<file path="src/rtl/core/dpb_pkg.sv">
// Shared widths, register indexes and sideband types for depth back-projection.
`timescale 1ns / 1ps
package dpb_pkg;
    localparam int COORD_BITS = 12;
    localparam int DEPTH_BITS = 16;
    localparam int FOC_W      = 20;
    localparam int UPM_W      = 16;
    localparam int CFG_IDX_W  = 3;
    localparam int OUT_W      = 32;
    localparam int CU_W       = COORD_BITS + 4;
    localparam int DM_W       = ((CU_W > FOC_W) ? CU_W : FOC_W) + 1;
    localparam int ZQ_W       = 32;
    localparam int ZN_W       = (DEPTH_BITS + 16 > ZQ_W) ? DEPTH_BITS + 16 : ZQ_W + 1;
    localparam int ZH_W       = ZN_W - ZQ_W;
    localparam int PQ_W       = 33;
    localparam int P_W        = DM_W + ZQ_W;
    localparam int PH_W       = P_W - PQ_W;
    localparam int IN_W       = DEPTH_BITS + 2 * COORD_BITS;
    localparam int IN_TD_W    = ((IN_W + 7) / 8) * 8;

    typedef enum logic [CFG_IDX_W-1:0] {
        CFG_FOCAL_X  = 3'd0,
        CFG_FOCAL_Y  = 3'd1,
        CFG_CENTER_X = 3'd2,
        CFG_CENTER_Y = 3'd3,
        CFG_UPM      = 3'd4
    } t_cfg_idx;

    typedef struct packed {
        logic            neg_x;
        logic [DM_W-1:0] mag_x;
        logic            neg_y;
        logic [DM_W-1:0] mag_y;
    } t_side;
endpackage

</file>
<file path="src/rtl/core/dpb_zdiv.sv">
// Pipelined restoring divider producing depth in metres, one quotient bit per stage.
`timescale 1ns / 1ps
module dpb_zdiv
    import dpb_pkg::*;
(
    input  logic             i_clk,
    input  logic             i_rst_n,
    input  logic             i_en,
    input  logic [UPM_W-1:0] i_den,
    input  logic             i_valid,
    input  logic             i_sat,
    input  logic [UPM_W-1:0] i_rem,
    input  logic [ZQ_W-1:0]  i_nq,
    input  t_side            i_side,
    output logic             o_valid,
    output logic [ZQ_W-1:0]  o_z,
    output t_side            o_side
);
    logic             r_v    [0:ZQ_W];
    logic             r_sat  [0:ZQ_W];
    logic [UPM_W-1:0] r_rem  [0:ZQ_W];
    logic [ZQ_W-1:0]  r_nq   [0:ZQ_W];
    t_side            r_side [0:ZQ_W];

    always_ff @(posedge i_clk) begin
        if (!i_rst_n) begin
            r_v[0] <= 1'b0;
        end else if (i_en) begin
            r_v[0] <= i_valid;
        end
        if (i_en) begin
            r_sat[0]  <= i_sat;
            r_rem[0]  <= i_rem;
            r_nq[0]   <= i_nq;
            r_side[0] <= i_side;
        end
    end

    for (genvar k = 0; k < ZQ_W; k++) begin : g_step
        logic [UPM_W:0]   t;
        logic             ge;
        logic [UPM_W:0]   diff;
        logic [UPM_W-1:0] n_rem;
        assign t     = {r_rem[k], r_nq[k][ZQ_W-1]};
        assign ge    = t >= {1'b0, i_den};
        assign diff  = t - {1'b0, i_den};
        assign n_rem = ge ? diff[UPM_W-1:0] : t[UPM_W-1:0];

        always_ff @(posedge i_clk) begin
            if (!i_rst_n) begin
                r_v[k+1] <= 1'b0;
            end else if (i_en) begin
                r_v[k+1] <= r_v[k];
            end
            if (i_en) begin
                r_sat[k+1]  <= r_sat[k];
                r_rem[k+1]  <= n_rem;
                r_nq[k+1]   <= {r_nq[k][ZQ_W-2:0], ge};
                r_side[k+1] <= r_side[k];
            end
        end
    end

    assign o_valid = r_v[ZQ_W];
    assign o_z     = r_sat[ZQ_W] ? {ZQ_W{1'b1}} : r_nq[ZQ_W];
    assign o_side  = r_side[ZQ_W];
endmodule

</file>
<file path="config.mk">
export PLATFORM = sky130hd
export DESIGN_NAME = dpb_zdiv
export DESIGN_NICKNAME = d
export VERILOG_FILES = /design/src/rtl/core/dpb_pkg.sv /design/src/rtl/core/dpb_zdiv.sv
export SDC_FILE = /design/constraint.sdc
export NUM_CORES = 2
export LEC_CHECK = 0
export BUFFER_PORTS_ARGS = -buffer_cell sky130_fd_sc_hd__clkbuf_2
export CAP_MARGIN = 40
export CELL_PAD_IN_SITES_DETAIL_PLACEMENT = 1
export CELL_PAD_IN_SITES_GLOBAL_PLACEMENT = 1
export CORE_MARGIN = 3
export CORE_UTILIZATION = 54
export DETAILED_ROUTE_END_ITERATION = 8
export MAX_ROUTING_LAYER = met4
export PLACE_DENSITY_LB_ADDON = 0.1
export RECOVER_POWER = 25
export REMOVE_ABC_BUFFERS = 1
export SLEW_MARGIN = 20
export SYNTH_ARGS = -nofsm -noshare
export SYNTH_HDL_FRONTEND = slang
export SYNTH_SLANG_ARGS = --single-unit
</file>
<file path="constraint.sdc">
create_clock -name i_clk -period 4.7 [get_ports i_clk]
set_input_delay 0.47 -clock i_clk [delete_from_list [all_inputs] [get_ports i_clk]]
set_output_delay 0.47 -clock i_clk [all_outputs]
set_load 0.005 [all_outputs]
</file>
==> metrics <==
clock slew at reported path FFs approximately 60 ps; Worst EP arrival ~4000 ps; Final period util between 70% and 80%; Clock Sinks around 3100; PnR worst setup slack ~1200 ps; mean routed wirelength per cell around 22 um; placed cell area 0.127 mm2; Distinct cells, synth just over 80; most frequent cells in the layout edfxtp_1, ha_1, clkbuf_16; die extent in x about 480 um; initial antenna violation count 3; overall power around 86000 uW; sequential area share after synthesis between 70 and 80%; crit path kind in2reg; vias in the first global route 63000; Power Density roughly 620 mW/mm2; HP Start i_en; Vias/cell around 5.5; Vias around 60000; Hold Path Class in2reg; area share of fa/ha/maj cells after synthesis 5.83%; simple-gate share of the synthesized area under 10%; Num CTS Buffers 328; startpoint type of the worst setup path primary input; Placer Congestion 0.865; Tightest Pin Transition between 1000 and 1500 ps; Clock Skew between 70 and 80 ps; HPWL after detailed placement between 100 and 150 mm; total track usage roughly a fifth; Synth Area in Compound Gates around 6.3%; CORE AREA 0.221 mm2; Slew headroom 29.4%; Antenna Violating Nets Remaining 0; register bit total from synthesis ~3100; Critical Path RT approximately 5300 ps; CTS H-tree lvls 5; commonest non-fill, non-tap cell in the layout edfxtp_1; Final setup viols 0; first-pass GRT wire length 362 mm; Net count, final 8205; CP Capture Type flip-flop; Leak ~0.05 uW; Chip Height between 400 and 500 um; Synthesis Warnings 0; PortBufs between 150 and 200; multiplexer share of the synthesized area under 10%; Setup TNS 0 ps; die area 0.229 mm2; Post-Synth XOR/XNOR Area approximately 2.6%; reg2reg start r_rem[0][112]; Post-Route WL roughly 230 mm; Final Hold Viols 0; ys flop type edfxtp_1; Row Count roughly 170; Avg Cell Area, Syn 17.6 um2; fraction of layout cells with a size suffix above 1 15.0%; Post-synth EDFFs between 3000 and 4000; Pre-antenna DRT Iters 5; largest family of logic cells by synthesized area compound AO/OA/AOI/OAI gates; R2R Setup Slk ~1200 ps; max-slew violation count 0; I/O pins 190; TritonCTS clock tree yes; area grow syn2layout 14.3%; min Tclk post-route between 3000 and 4000 ps; Root Buffer Master clkbuf_16; Clock Path Buffers 4; final instance area 0.138 mm2; largest net degree at the start of global routing between 150 and 200; run status finished, final reports clean; RSZ-0062 raised after global routing false; VDD IR max 0.393 mV; pre-CTS WS 394 ps; area of the mapped netlist ~0.12 mm2; Crit. Startpoint i_den[8]; total grt overflow 0; drc violations 0; Starting Density a little over half; asr flop ratio synth 0%; Worst-Skew Late Latency approximately 930 ps; Post-Synthesis Cells just under 7000; DRT iter0 DRCs between 4000 and 5000; WHS ~78 ps; maximum clock rate between 200 and 300 MHz; Max FO, Critical Path 17; Max-Cap Viols 0
## Yosys cell counts, types with 12 or more instances
cell type / n / area (um2)
nor2b_1: 81 / 507
nand2_1: 244 / 916
a21o_1: 136 / 1020
mux2_2: 273 / 3070
mux2i_1: 43 / 430
inv_1: 182 / 683
and2_1: 15 / 93.8
a21oi_1: 327 / 1640
nor4_1: 18 / 113
o31a_1: 23 / 201
o31ai_1: 27 / 203
a31oi_1: 49 / 307
or2_2: 39 / 244
buf_2: 20 / 100
xnor2_1: 239 / 2090
and3_1: 67 / 419
nor3_1: 79 / 395
fa_1: 31 / 621
clkbuf_1: 44 / 165
mux2_1: 16 / 180
or3_1: 22 / 138
a211oi_1: 37 / 278
o21ai_0: 273 / 1370
nor2_1: 296 / 1110
o21a_1: 86 / 646
o21bai_1: 39 / 293
a21boi_0: 22 / 165
nand2b_1: 55 / 344
o21ai_1: 12 / 60.1
edfxtp_1: 3085 / 92600
ha_1: 512 / 6410
o41ai_1: 13 / 114
nand4_1: 53 / 332
nand3_1: 68 / 340
xor2_1: 125 / 1090
## registers in the layout, summed over array words and instances (netlist names)
register	flops
r_v	33
r_sat	33
r_side	1452
r_rem	512
r_nq	1056
## power by group
part | switching, uW | total (uW) | internal [uW]
sequential | 2260 | 38100 | 35800
combinational | 12400 | 23100 | 10700
clock | 10100 | 24500 | 14500
## repair_timing
action                                 4_1_cts  5_1_grt
endpoints found under the hold margin       94        0
setup endpoints to repair                    0        0
setup buffers                                0        0
resized for setup                            0        0
hold buffers                                94        0
## cells by family after synthesis
kind of cell	Yosys count
AO/OA/AOI/OAI	1178
XOR/XNOR	364
adder cells (fa/ha/maj)	543
buffers and inverters	258
flip-flops	3086
multiplexers	339
AND/OR/NAND/NOR	1073
## through the flow
stage | util [%] | instances
after floorplan | - | 6765
after global placement | 57.3 | 10100
after detailed placement | 57.3 | 10100
after CTS | 62.4 | 10700
after global routing | 62.4 | 10800
final | 62.4 | 10800
## layer usage
| metal | vias to the layer above | part of all wire, % | track usage, % | wire length (um) |
|---|---|---|---|---|
| li1 | 28100 | - | - | - |
| met2 | 980 | 50 | 35.0 | 117000 |
| met5 | - | 0 | - | 0 |
| met1 | 29400 | 43 | 26.9 | 101000 |
| met4 | 0 | 3.1 | 6.76 | 7320 |
| met3 | 464 | 3.2 | 2.70 | 7380 |
## cell type report
| class | instances | area, um2 |
|---|---|---|
| Tap cell | 2958 | 3700 |
| Sequential cell | 3086 | 92700 |
| Antenna cell | 2 | 5.00 |
| Inverter | 182 | 683 |
| Clock inverter | 188 | 1720 |
| Timing Repair Buffer | 454 | 3680 |
| Multi-Input combinational cell | 3497 | 26900 |
| Fill cell | 19400 | 82900 |
| Clock buffer | 386 | 8550 |
## critical path: stages
cell and delay [ps]:
clkbuf_2 100, inv_2 500, buf_4 420, ha_1 350
a21oi_1 190, o21ai_0 150, a221o_1 330, a31oi_2 190
o21ai_1 150, o211ai_1 220, nand2_1 120, a211oi_4 240
buf_4 290, mux2_2 380
## final timing paths
kind | to | depth (start not counted)
max | r_rem[0][298] | 14
min | r_side[0][38] | 1
max reg2reg | r_rem[0][131] | 9
min reg2reg | r_nq[0][651] | 0
Note: power is estimated with default switching activity, not from simulation.
